## src/design/assert_macros.svh

```systemverilog
// Assertion macros used by the top-level RTL file.
`ifndef ASSERT_MACROS_SVH
`define ASSERT_MACROS_SVH

// Same-cycle implication, disabled while reset is asserted.
`define SEM_ASSERT_IMP(lbl, ante, cons, msg) \
    lbl: assert property (@(posedge clk) disable iff (!rst_n) (ante) |-> (cons)) \
        else $error(msg);

// Next-cycle implication, disabled while reset is asserted.
`define SEM_ASSERT_NXT(lbl, ante, cons, msg) \
    lbl: assert property (@(posedge clk) disable iff (!rst_n) (ante) |=> (cons)) \
        else $error(msg);

`endif

```

## src/design/sem_pkg.sv

```systemverilog
// Shared constants and types of the Sobel edge magnitude block.
`timescale 1ns / 1ps
`default_nettype none

package sem_pkg;

    localparam int MAX_WIDTH  = 1024;
    localparam int MAX_HEIGHT = 4096;
    localparam int COL_W      = $clog2(MAX_WIDTH);
    localparam int ROW_W      = $clog2(MAX_HEIGHT) + 1;
    localparam int WREG_W     = 11;
    localparam int HREG_W     = 13;
    localparam int CH_W       = 8;
    localparam int PIX_W      = 3 * CH_W;
    localparam int WIN_N      = 9;
    localparam int ROOT_STEPS = 8;
    localparam int STEP_W     = 3;
    localparam int SQ_W       = 21;

    localparam logic [SQ_W-1:0]   SAT_LIMIT = 21'd65280;
    localparam logic [CH_W-1:0]   MAG_MAX   = 8'd255;
    localparam logic [WREG_W-1:0] WIDTH_RST = 11'd640;
    localparam logic [HREG_W-1:0] HEIGHT_RST = 13'd480;

    localparam logic [2:0] ADDR_IMAGE_WIDTH  = 3'h0;
    localparam logic [2:0] ADDR_IMAGE_HEIGHT = 3'h4;

    typedef logic [PIX_W-1:0] pixel_t;

    typedef enum logic [1:0] {
        ST_IDLE,
        ST_READ,
        ST_WAIT
    } top_state_t;

    typedef enum logic [1:0] {
        LS_IDLE,
        LS_SQUARE,
        LS_ROOT,
        LS_DONE
    } lane_state_t;

    typedef struct packed {
        logic start;
        logic ack;
    } lane_ctrl_t;

    typedef struct packed {
        logic            done;
        logic [CH_W-1:0] mag;
    } lane_stat_t;

endpackage

`default_nettype wire

```

## src/design/sem_lane.sv

```systemverilog
// One channel lane: Sobel gradients, squared sum and rounded square root.
`timescale 1ns / 1ps
`default_nettype none

module sem_lane (
    input  wire logic                     clk,
    input  wire logic                     rst_n,
    input  wire sem_pkg::lane_ctrl_t      ctrl,
    input  wire logic [sem_pkg::CH_W-1:0] taps [sem_pkg::WIN_N],
    output sem_pkg::lane_stat_t           stat
);
    import sem_pkg::*;

    lane_state_t         state_reg, state_next;
    logic signed [11:0]  gx_reg, gy_reg;
    logic signed [11:0]  gx_c, gy_c;
    logic [SQ_W-1:0]     sq_c;
    logic                sat_reg;
    logic [15:0]         rad_reg;
    logic [9:0]          rem_reg;
    logic [CH_W-1:0]     root_reg;
    logic [STEP_W-1:0]   cnt_reg;
    logic [11:0]         rem_sh;
    logic [11:0]         trial;
    logic [CH_W:0]       rounded;

    // Gradients from the 3x3 taps, row-major order
    always_comb
    begin
        gx_c = $signed({4'b0000, taps[2]} + {3'b000, taps[5], 1'b0} + {4'b0000, taps[8]})
             - $signed({4'b0000, taps[0]} + {3'b000, taps[3], 1'b0} + {4'b0000, taps[6]});
        gy_c = $signed({4'b0000, taps[6]} + {3'b000, taps[7], 1'b0} + {4'b0000, taps[8]})
             - $signed({4'b0000, taps[0]} + {3'b000, taps[1], 1'b0} + {4'b0000, taps[2]});
    end

    logic signed [23:0] gx_sq, gy_sq;
    assign gx_sq = 24'(gx_reg) * 24'(gx_reg);
    assign gy_sq = 24'(gy_reg) * 24'(gy_reg);
    assign sq_c  = gx_sq[SQ_W-1:0] + gy_sq[SQ_W-1:0];

    assign rem_sh = {rem_reg, rad_reg[15:14]};
    assign trial  = {2'b00, root_reg, 2'b01};
    assign rounded = ({2'b00, rem_reg} > {4'b0000, root_reg}) ?
                     {1'b0, root_reg} + 9'd1 : {1'b0, root_reg};

    always_comb
    begin
        state_next = state_reg;
        unique case (state_reg)
            LS_IDLE:   if (ctrl.start) state_next = LS_SQUARE;
            LS_SQUARE: state_next = LS_ROOT;
            LS_ROOT:   if (cnt_reg == STEP_W'(ROOT_STEPS - 1)) state_next = LS_DONE;
            LS_DONE:   if (ctrl.ack) state_next = LS_IDLE;
            default:   state_next = LS_IDLE;
        endcase
    end

    always_ff @(posedge clk or negedge rst_n)
    begin
        if (!rst_n)
            state_reg <= LS_IDLE;
        else
            state_reg <= state_next;
    end

    always_ff @(posedge clk)
    begin
        case (state_reg)
            LS_IDLE:
            begin
                gx_reg <= gx_c;
                gy_reg <= gy_c;
            end
            LS_SQUARE:
            begin
                sat_reg  <= sq_c > SAT_LIMIT;
                rad_reg  <= sq_c[15:0];
                rem_reg  <= '0;
                root_reg <= '0;
                cnt_reg  <= '0;
            end
            LS_ROOT:
            begin
                // one result bit per cycle
                rad_reg <= {rad_reg[13:0], 2'b00};
                cnt_reg <= cnt_reg + STEP_W'(1);
                if (rem_sh >= trial)
                begin
                    rem_reg  <= 10'(rem_sh - trial);
                    root_reg <= {root_reg[CH_W-2:0], 1'b1};
                end
                else
                begin
                    rem_reg  <= rem_sh[9:0];
                    root_reg <= {root_reg[CH_W-2:0], 1'b0};
                end
            end
            default: ;
        endcase
    end

    assign stat.done = (state_reg == LS_DONE);
    assign stat.mag  = sat_reg ? MAG_MAX : rounded[CH_W-1:0];

endmodule

`default_nettype wire

```

## config.mk

```make
export PLATFORM = sky130hd
export DESIGN_NAME = sem_lane
export DESIGN_NICKNAME = d
export VERILOG_FILES = /design/src/design/assert_macros.svh /design/src/design/sem_pkg.sv /design/src/design/sem_lane.sv
export SDC_FILE = /design/constraint.sdc
export NUM_CORES = 1
export LEC_CHECK = 0
export BUFFER_PORTS_ARGS = -buffer_cell sky130_fd_sc_hd__buf_2
export CORE_MARGIN = 10
export CORE_UTILIZATION = 43
export DETAILED_ROUTE_END_ITERATION = 16
export GPL_TIMING_DRIVEN = 0
export MAX_ROUTING_LAYER = met4
export PLACE_DENSITY = 0.61
export RECOVER_POWER = 50
export SYNTH_ARGS = -nofsm -noshare
export SYNTH_HDL_FRONTEND = slang
export SYNTH_SLANG_ARGS = --single-unit
```

## constraint.sdc

```tcl
create_clock -name clk -period 19.5 [get_ports clk]
set_input_delay 0.975 -clock clk [delete_from_list [all_inputs] [get_ports clk]]
set_output_delay 0.975 -clock clk [all_outputs]
set_load 0.05 [all_outputs]
```

==> results.cfg, run 1 <==
[cts]
clk-insertion-delay-late_ns = 0.35
ctsLongestPathBuffers = 2
postCtsResizedCells = 0
cts_tree = done
h-tree-depth = 3
cts_buffers = 9
clk_pin_slew_ns = 0.06
cts.hold.buffers_added = 0
cts_root_buf = clkbuf_16
clock-sinks = 64
cts_setup_buffers = 0

[final_layout]
multiInputGateArea_um2 = 10300
largest_register_ff_count = 16
synthToLayoutAreaGrowth_pct = 9.05
ff_latch_area_um2 = 1910
nets = 1989
mostFrequentLayoutCells = inv_1, fa_1, ha_1
fillCellCount = 2988
antennaDiodeCount = 0
drive_above_1_share_pct = 7.66
final_common_cell = inv_1

[worst_setup_path]
crit_fanout = 10
start_kind = register
cp.required_ns = 19.55
setup.worst_path.class = reg2reg
arrival_ns = 8.21
crit_path_end_kind = register

[placed_design]
dp_hpwl_mm = 25.9
port-buffer-count = 76
place.gp.congestion = 0.880

[floorplan]
fp.dieH_um = 200
core-area_um2 = 31800
start_util_pct = 44.0
die_w_um = 200
pin_count = 85
fp-row-count = 65
dieArea_um2 = 40200

[grt]
overflow = 0
grt_util_all_layers_pct = 15.5
first_global_vias = 10090
antenna_found_initial = 0
grt_pass1_wl_mm = 49.5
grt_max_degree = 39

[routing]
post_drt_wl_per_cell_um = 14.9
drt_wl_total_mm = 28.7
vias = 9017
drtPass1Iterations = 4
via_per_inst = 4.69
drcViolationCount = 0
antenna_left = 0
drt_iter0_markers = 354

[logic_synthesis]
synth_fp_nets = 1902
synth.avg_cell_area_um2 = 10.0
synth-main-ff-cell = edfxtp_1
ys_seq_elements = 64
synth_edf_count = 62
ys_types = 58
syn_inst = 1397
synth_warnings = 0
synth_area_um2 = 14000
seq_area_frac_synth_pct = 13.7
async_reset_ff_share_pct = 3.13

[sta]
hold_violations = 0
worstMarginPinSlew_ns = 1.56
max_freq_mhz = 123
finalSetupViolCount = 0
report.final.slew_viol_count = 39
holdWs_ns = 0.409
period_needed_ns = 8.16
fin_crit_sh_pct = 41.9
rsz0062_at_grt = false
final.setup.tns_ns = 0
relSlewSlack_pct = -3.99
fin_skew_ns = 0.0116

[job]
drv_cap = 1

[status]
violations = max-capacitance violations, max-slew violations
status = finished with violations

[hold_path]
hp-class = in2async
==> worst max-delay path, stage by stage (launching register included) <==
cell	delay, ns
edfxtp_1	0.44
buf_2	0.24
clkbuf_1	0.30
nand2_1	0.21
inv_1	0.10
fa_1	0.71
inv_1	0.15
fa_1	0.60
inv_1	0.15
fa_1	0.55
inv_1	0.05
fa_1	0.47
fa_1	0.50
inv_1	0.06
fa_1	0.52
inv_1	0.05
fa_1	0.56
inv_1	0.05
ha_1	0.34
o21a_1	0.24
nor2_1	0.23
xnor2_1	0.17
xnor2_1	0.16
xnor2_1	0.17
nor4_1	0.61
o311ai_1	0.24
==> routing by layer <==
metal  track usage, %  vias up  wire, µm
li1                 -     4324         -
met1             19.4     4504     12900
met2             26.5      166     14400
met3             1.90       23       948
met4             3.14        0       431
met5                -        -         0
==> through the flow <==
step / area, µm² / std cells / setup slack [ns] / utilization, %
floorplan: 14000 / 1397 / 12.89 / -
global placement: 14900 / 1908 / 11.25 / 46.9
detailed placement: 14900 / 1908 / 11.25 / 46.9
CTS: 15300 / 1924 / 11.23 / 48.0
global route: 15300 / 1924 / 10.85 / 48.0
finish: 15300 / 1924 / 11.34 / 48.0
==> Yosys cell counts, drive strengths merged (12+ instances only) <==
cell    instances  area (µm²)
nor2           43         161
fa            304        6090
nor2b          18         113
a21oi          27         139
o21ai          33         169
clkbuf         27         101
and2           48         300
inv           427        1600
xnor2          49         429
nand2         104         393
ha            125        1560
edfxtp         62        1860
a21o           15         113
nand2b         12        75.1
==> cell type report <==
cell class | instances | area share, %
repair buffers | 76 | 2.48
flip-flops and latches | 64 | 12.5
multi-input cells | 873 | 67.8
clock inverters | 7 | 0.771
inverters | 427 | 10.5
well taps | 435 | 3.57
plain buffers | 33 | 0.853
clock buffers | 9 | 1.48
==> logic make-up (layout without fill, tap and decap cells) <==
kind of cell               count (synthesis)  after routing  share of synthesized area, %
xor gates and xnor gates                  60             60                          3.85
adders and majority gates                429            429                          54.7
AOI/OAI and AO/OA                        108            108                          5.11
buffers and inverters                    460            552                          12.4
and+or+nand+nor                          262            262                          9.26
muxes                                     14             14                          1.06
DFF                                       64             64                          13.7
==> path summary, 6_finish.rpt <==
kind	start	to	slack, ns	depth (start not counted)
worst max-delay path	gx_reg[11]	sat_reg	11.34	25
worst min-delay path	rst_n	state_reg[0]	0.41	1
worst max register to register	gx_reg[11]	sat_reg	11.34	25
worst min register to register	rad_reg[6]	rad_reg[8]	0.53	2
max in group asynchronous	rst_n	state_reg[1]	18.97	1
min in group clk	rad_reg[6]	rad_reg[8]	0.53	2
Power of run 1 is not shown: default switching activity piles up to over one toggle a cycle in this logic, so the estimate is an artifact.
==> run 2, diff against run 1 <==
--- a/config.mk
+++ b/config.mk
@@ -11,7 +11,7 @@
 export DETAILED_ROUTE_END_ITERATION = 16
 export GPL_TIMING_DRIVEN = 0
 export MAX_ROUTING_LAYER = met4
-export PLACE_DENSITY = 0.61
+export PLACE_DENSITY = 0.63
 export RECOVER_POWER = 50
 export SYNTH_ARGS = -nofsm -noshare
 export SYNTH_HDL_FRONTEND = slang
==> constraint.sdc (replaced) <==
create_clock -name clk -period 6.6 [get_ports clk]
set_input_delay 0.33 -clock clk [delete_from_list [all_inputs] [get_ports clk]]
set_output_delay 0.33 -clock clk [all_outputs]
set_load 0.05 [all_outputs]
==> run 2 against run 1 <==
  * The run ends with max-capacitance violations, max-slew violations, negative setup slack left
  * Clock skew down 0.0013 ns
  * Routed wire length grew 4.5%
  * Via count up 2.1%
  * Register-to-register slack lost 11 ns
  * Critical path depth fell by 2
  * Worst setup slack worse by 11 ns
  * Final cell count is 1.8% higher
  * Largest cell class unchanged
==> results.cfg, run 2 (synthesis gave the netlist of run 1 again) <==
[status]
status = finished with violations
violations = max-capacitance violations, max-slew violations, negative setup slack

[sta]
holdWs_ns = 0.293
finalSetupViolCount = 1
worst_slack_ns = -0.109
max_freq_mhz = 149
fin_crit_sh_pct = 102
rsz0062_at_grt = true
fin_skew_ns = 0.0103
worstMarginPinSlew_ns = 1.60
report.final.slew_viol_count = 39
final.setup.tns_ns = -0.109
relSlewSlack_pct = -6.75
hold_violations = 0
period_needed_ns = 6.71

[floorplan]
fp.dieH_um = 200
pin_count = 85
dieArea_um2 = 40200
start_util_pct = 44.0
fp-row-count = 65
die_w_um = 200
core-area_um2 = 31800

[worst_setup_path]
critPathMaxStageDelay_ns = 0.58
crit_path_end_kind = register
cpMostUsedCell = fa_1
arrival_ns = 6.79
reg2reg_setup_slack_ns = -0.11
slowest_stage = fa_2
start_kind = register
setup.worst_path.class = reg2reg
crit_chain = clkbuf_8 > and2_4 > fa_2 > inv_2 > fa_2 > inv_4 > fa_1 > inv_1 > fa_1 > fa_1 > inv_2 > fa_1 > inv_1 > fa_1 > inv_2 > ha_4 > o21a_1 > nor2_2 > xnor2_1 > xnor2_1 > xnor2_2 > nor4_4 > o311ai_2
cp.required_ns = 6.68
crit_fanout = 6

[final_layout]
synthToLayoutAreaGrowth_pct = 13.4
final_common_cell = inv_1
drive_above_1_share_pct = 13.9
multiInputGateArea_um2 = 10600
mostFrequentLayoutCells = inv_1, fa_1, ha_1
nets = 2023
largest_register_ff_count = 16
ff_latch_area_um2 = 1910
antennaDiodeCount = 0
post-route-util_pct = 49.9
fillCellCount = 2892

[grt]
grt_pass1_wl_mm = 52.1
first_global_vias = 10622
grt_util_all_layers_pct = 16.3
grt_max_degree = 39
antenna_found_initial = 0
overflow = 0

[routing]
drt_wl_total_mm = 30.0
vias = 9203
drcViolationCount = 0
via_per_inst = 4.70
drt_iter0_markers = 296
drtPass1Iterations = 4
post_drt_wl_per_cell_um = 15.3
antenna_left = 0

[hold_path]
hp-class = in2async

[job]
drv_cap = 1

[cts]
cts_tree = done
clock-sinks = 64
clk-insertion-delay-late_ns = 0.35
cts_root_buf = clkbuf_16
clk_pin_slew_ns = 0.06
ctsLongestPathBuffers = 2
h-tree-depth = 3
cts_buffers = 9

[placed_design]
preCtsSetupSlack_ns = -1.52
place.gp.congestion = 0.871
port-buffer-count = 76
dp_hpwl_mm = 26.1
run 2: path summary, 6_finish.rpt:
check / from / end / cells past startpoint
setup / recovery: gx_reg[2] / sat_reg / 23
hold / removal: rst_n / state_reg[1] / 2
setup reg to reg: gx_reg[2] / sat_reg / 23
hold reg to reg: rad_reg[9] / rad_reg[11] / 2
max in group asynchronous: rst_n / state_reg[0] / 2
min in group clk: ctrl[0] / state_reg[0] / 4
run 2: repair_timing:
item,in CTS,in global routing
hold buffers,1,0
cloned,1,0
endpoints found under the hold margin,2,0
endpoints found under the setup margin,4,2
pin swaps,28,12
gates resized for setup,96,7
setup buffers,27,8
run 2: layer usage:
metal  vias up  wire (µm)  GRT usage [%]
li1       4380          -              -
met4         0        566           3.90
met2       159      15200           28.2
met5         -          0              -
met1      4631      13100           19.9
met3        33       1200           1.93
run 2: cell type report:
cell class,instances,area share (%)
Multi-Input combinational cell,873,66.5
Sequential cell,64,12.1
Inverter,427,10.1
Timing Repair Buffer,113,4.19
Tap cell,435,3.43
Buffer,30,1.62
Clock buffer,9,1.42
Clock inverter,7,0.647
run 2: stage by stage:
stage               area [µm²]  instances
finish                   15900       1958
detailed placement       14900       1908
CTS                      15800       1951
global route             15900       1958
global placement         14900       1908
floorplan                14000       1397
run 2: critical path: cells and delay by family, from the launching register on:
family	cells	cell delay (ns)
fa+ha+maj	8	3.82
simple gates	3	0.69
buf+inv	7	0.53
flops	1	0.51
xor+xnor	3	0.50
compound gates	2	0.36
Power of run 2 is left out for the same reason.
==> run 3, diff against run 2 <==
--- a/config.mk
+++ b/config.mk
@@ -6,6 +6,7 @@
 export NUM_CORES = 1
 export LEC_CHECK = 0
 export BUFFER_PORTS_ARGS = -buffer_cell sky130_fd_sc_hd__buf_2
+export CORE_ASPECT_RATIO = 0.7
 export CORE_MARGIN = 10
 export CORE_UTILIZATION = 43
 export DETAILED_ROUTE_END_ITERATION = 16
==> run 3 against run 2 <==
  * The flow finishes with violations (max-capacitance violations, max-slew violations)
  * Maximum frequency increased by 1.9%
  * Register-to-register slack better by 0.13 ns
  * Design area up 1.9%
  * Critical endpoint unchanged
  * Clock skew decreased by 0.0021 ns
  * Global-route usage grew 0.40 points
  * Sequential share of layout area decreased by 0.23 points
  * Via count rose by 3.2%
  * Sequential cell count stayed put
  * Routed wire length is 3.3% higher
  * Critical path depth decreased by 3
==> results.cfg, run 3 (synthesis gave the netlist of run 1 again) <==
[sta]
final.setup.tns_ns = 0
worst_slack_ns = 0.0166
period_needed_ns = 6.58
relSlewSlack_pct = -5.40
rsz0062_at_grt = true
fin_skew_ns = 0.00818
finalSetupViolCount = 0
fin_crit_sh_pct = 99.7
hold_violations = 0
worstMarginPinSlew_ns = 1.58
report.final.slew_viol_count = 39
max_freq_mhz = 152

[status]
status = finished with violations
violations = max-capacitance violations, max-slew violations

[grt]
antenna_found_initial = 0
grt_pass1_wl_mm = 52.3
grt_util_all_layers_pct = 16.7
overflow = 0
first_global_vias = 10180
grt_max_degree = 39

[cts]
ctsLongestPathBuffers = 2
cts_root_buf = clkbuf_16
cts_buffers = 9
cts_tree = done
h-tree-depth = 3
clk_pin_slew_ns = 0.06
clk-insertion-delay-late_ns = 0.35
clock-sinks = 64

[final_layout]
largest_register_ff_count = 16
synthToLayoutAreaGrowth_pct = 15.6
antennaDiodeCount = 0
nets = 2040
final_common_cell = inv_1
mostFrequentLayoutCells = inv_1, fa_1, ha_1
drive_above_1_share_pct = 17.5

[routing]
antenna_left = 0
post_drt_wl_per_cell_um = 15.8
vias = 9500
drt_wl_total_mm = 31.0
via_per_inst = 4.83
drcViolationCount = 0
drt_iter0_markers = 490
drtPass1Iterations = 5

[worst_setup_path]
setup.worst_path.class = reg2reg
crit_fanout = 10
crit_path_end_kind = register
worstReg2RegEnd = sat_reg
reg2reg_setup_slack_ns = 0.02
cp.required_ns = 6.75
r2r-start = gx_reg[4]
start_kind = register
arrival_ns = 6.73
reg2regPathDepth = 20

[floorplan]
fp-row-count = 55
dieArea_um2 = 40300
fp.dieH_um = 171
pin_count = 85
start_util_pct = 43.4
core-area_um2 = 32200
die_w_um = 236

[placed_design]
place.gp.congestion = 0.894
dp_hpwl_mm = 26.2
preCtsSetupSlack_ns = -1.07
port-buffer-count = 76

[job]
drv_cap = 1

[hold_path]
hp-class = in2async
==> run 3: changes by cell type in the layout (fill, tap and decap cells not counted), sizes merged <==
cell      change
buf          +29
clkinv        +2
inv           -2
clkinvlp      +2
clkbuf       -12
bufinv        -2
==> run 3: timing repair <==
item / in CTS / in global routing
gates cloned: 1 / 0
hold buffers: 1 / 0
setup endpoints to repair: 6 / 3
pin swaps: 26 / 63
resized for setup: 89 / 92
buffers inserted: 29 / 23
endpoints found under the hold margin: 2 / 0
==> run 3: area by class of cell <==
class | instances | area [µm²]
clock buffer | 9 | 225
tap | 427 | 534
multi-input combinational | 873 | 10700
inverter | 427 | 1610
timing repair buffer | 130 | 807
clock inverter | 7 | 57.6
buffer | 30 | 294
sequential | 64 | 1910
fill | 2969 | 16000
==> run 3: worst max path at each step <==
stage | slack (ns) | from | cells past startpoint | to
3_5_place_dp | -1.07 | gy_reg[11] | 20 | sat_reg
5_1_grt | -0.11 | gx_reg[7] | 20 | sat_reg
2_1_floorplan | 0.01 | gx_reg[11] | 25 | sat_reg
4_1_cts | -0.06 | gx_reg[11] | 24 | sat_reg
3_3_place_gp | -1.00 | gx_reg[11] | 25 | sat_reg
6_report | 0.02 | gx_reg[4] | 20 | sat_reg
==> run 3: stage by stage <==
step	area (µm²)	hold slack [ns]	utilization, %	instances
final	16200	0.295	50.2	1967
after detailed placement	14900	0.123	46.3	1900
after floorplan	14000	0.0344	-	1397
after global routing	16200	0.304	50.2	1967
after global placement	14900	0.114	46.3	1900
after CTS	15700	0.276	48.8	1944
==> run 3: metal layers <==
metal | global-route usage [%] | part of all wire [%]
met1 | 24.0 | 49
met2 | 24.6 | 44
met3 | 2.77 | 5.6
met4 | 3.06 | 0.98
met5 | - | 0
==> run 3: worst max-delay path, cell delays in order (launching register included) <==
cell	delay, ns
edfxtp_1	0.45
buf_4	0.22
and2_1	0.20
fa_1	0.51
inv_1	0.06
fa_1	0.51
fa_1	0.55
inv_1	0.05
fa_1	0.56
fa_1	0.45
fa_1	0.49
inv_1	0.05
fa_1	0.50
inv_1	0.07
ha_4	0.17
or3_4	0.39
o31ai_4	0.26
buf_4	0.18
xnor2_2	0.12
nand4bb_1	0.21
o311ai_2	0.38
Power of run 3 is left out for the same reason.
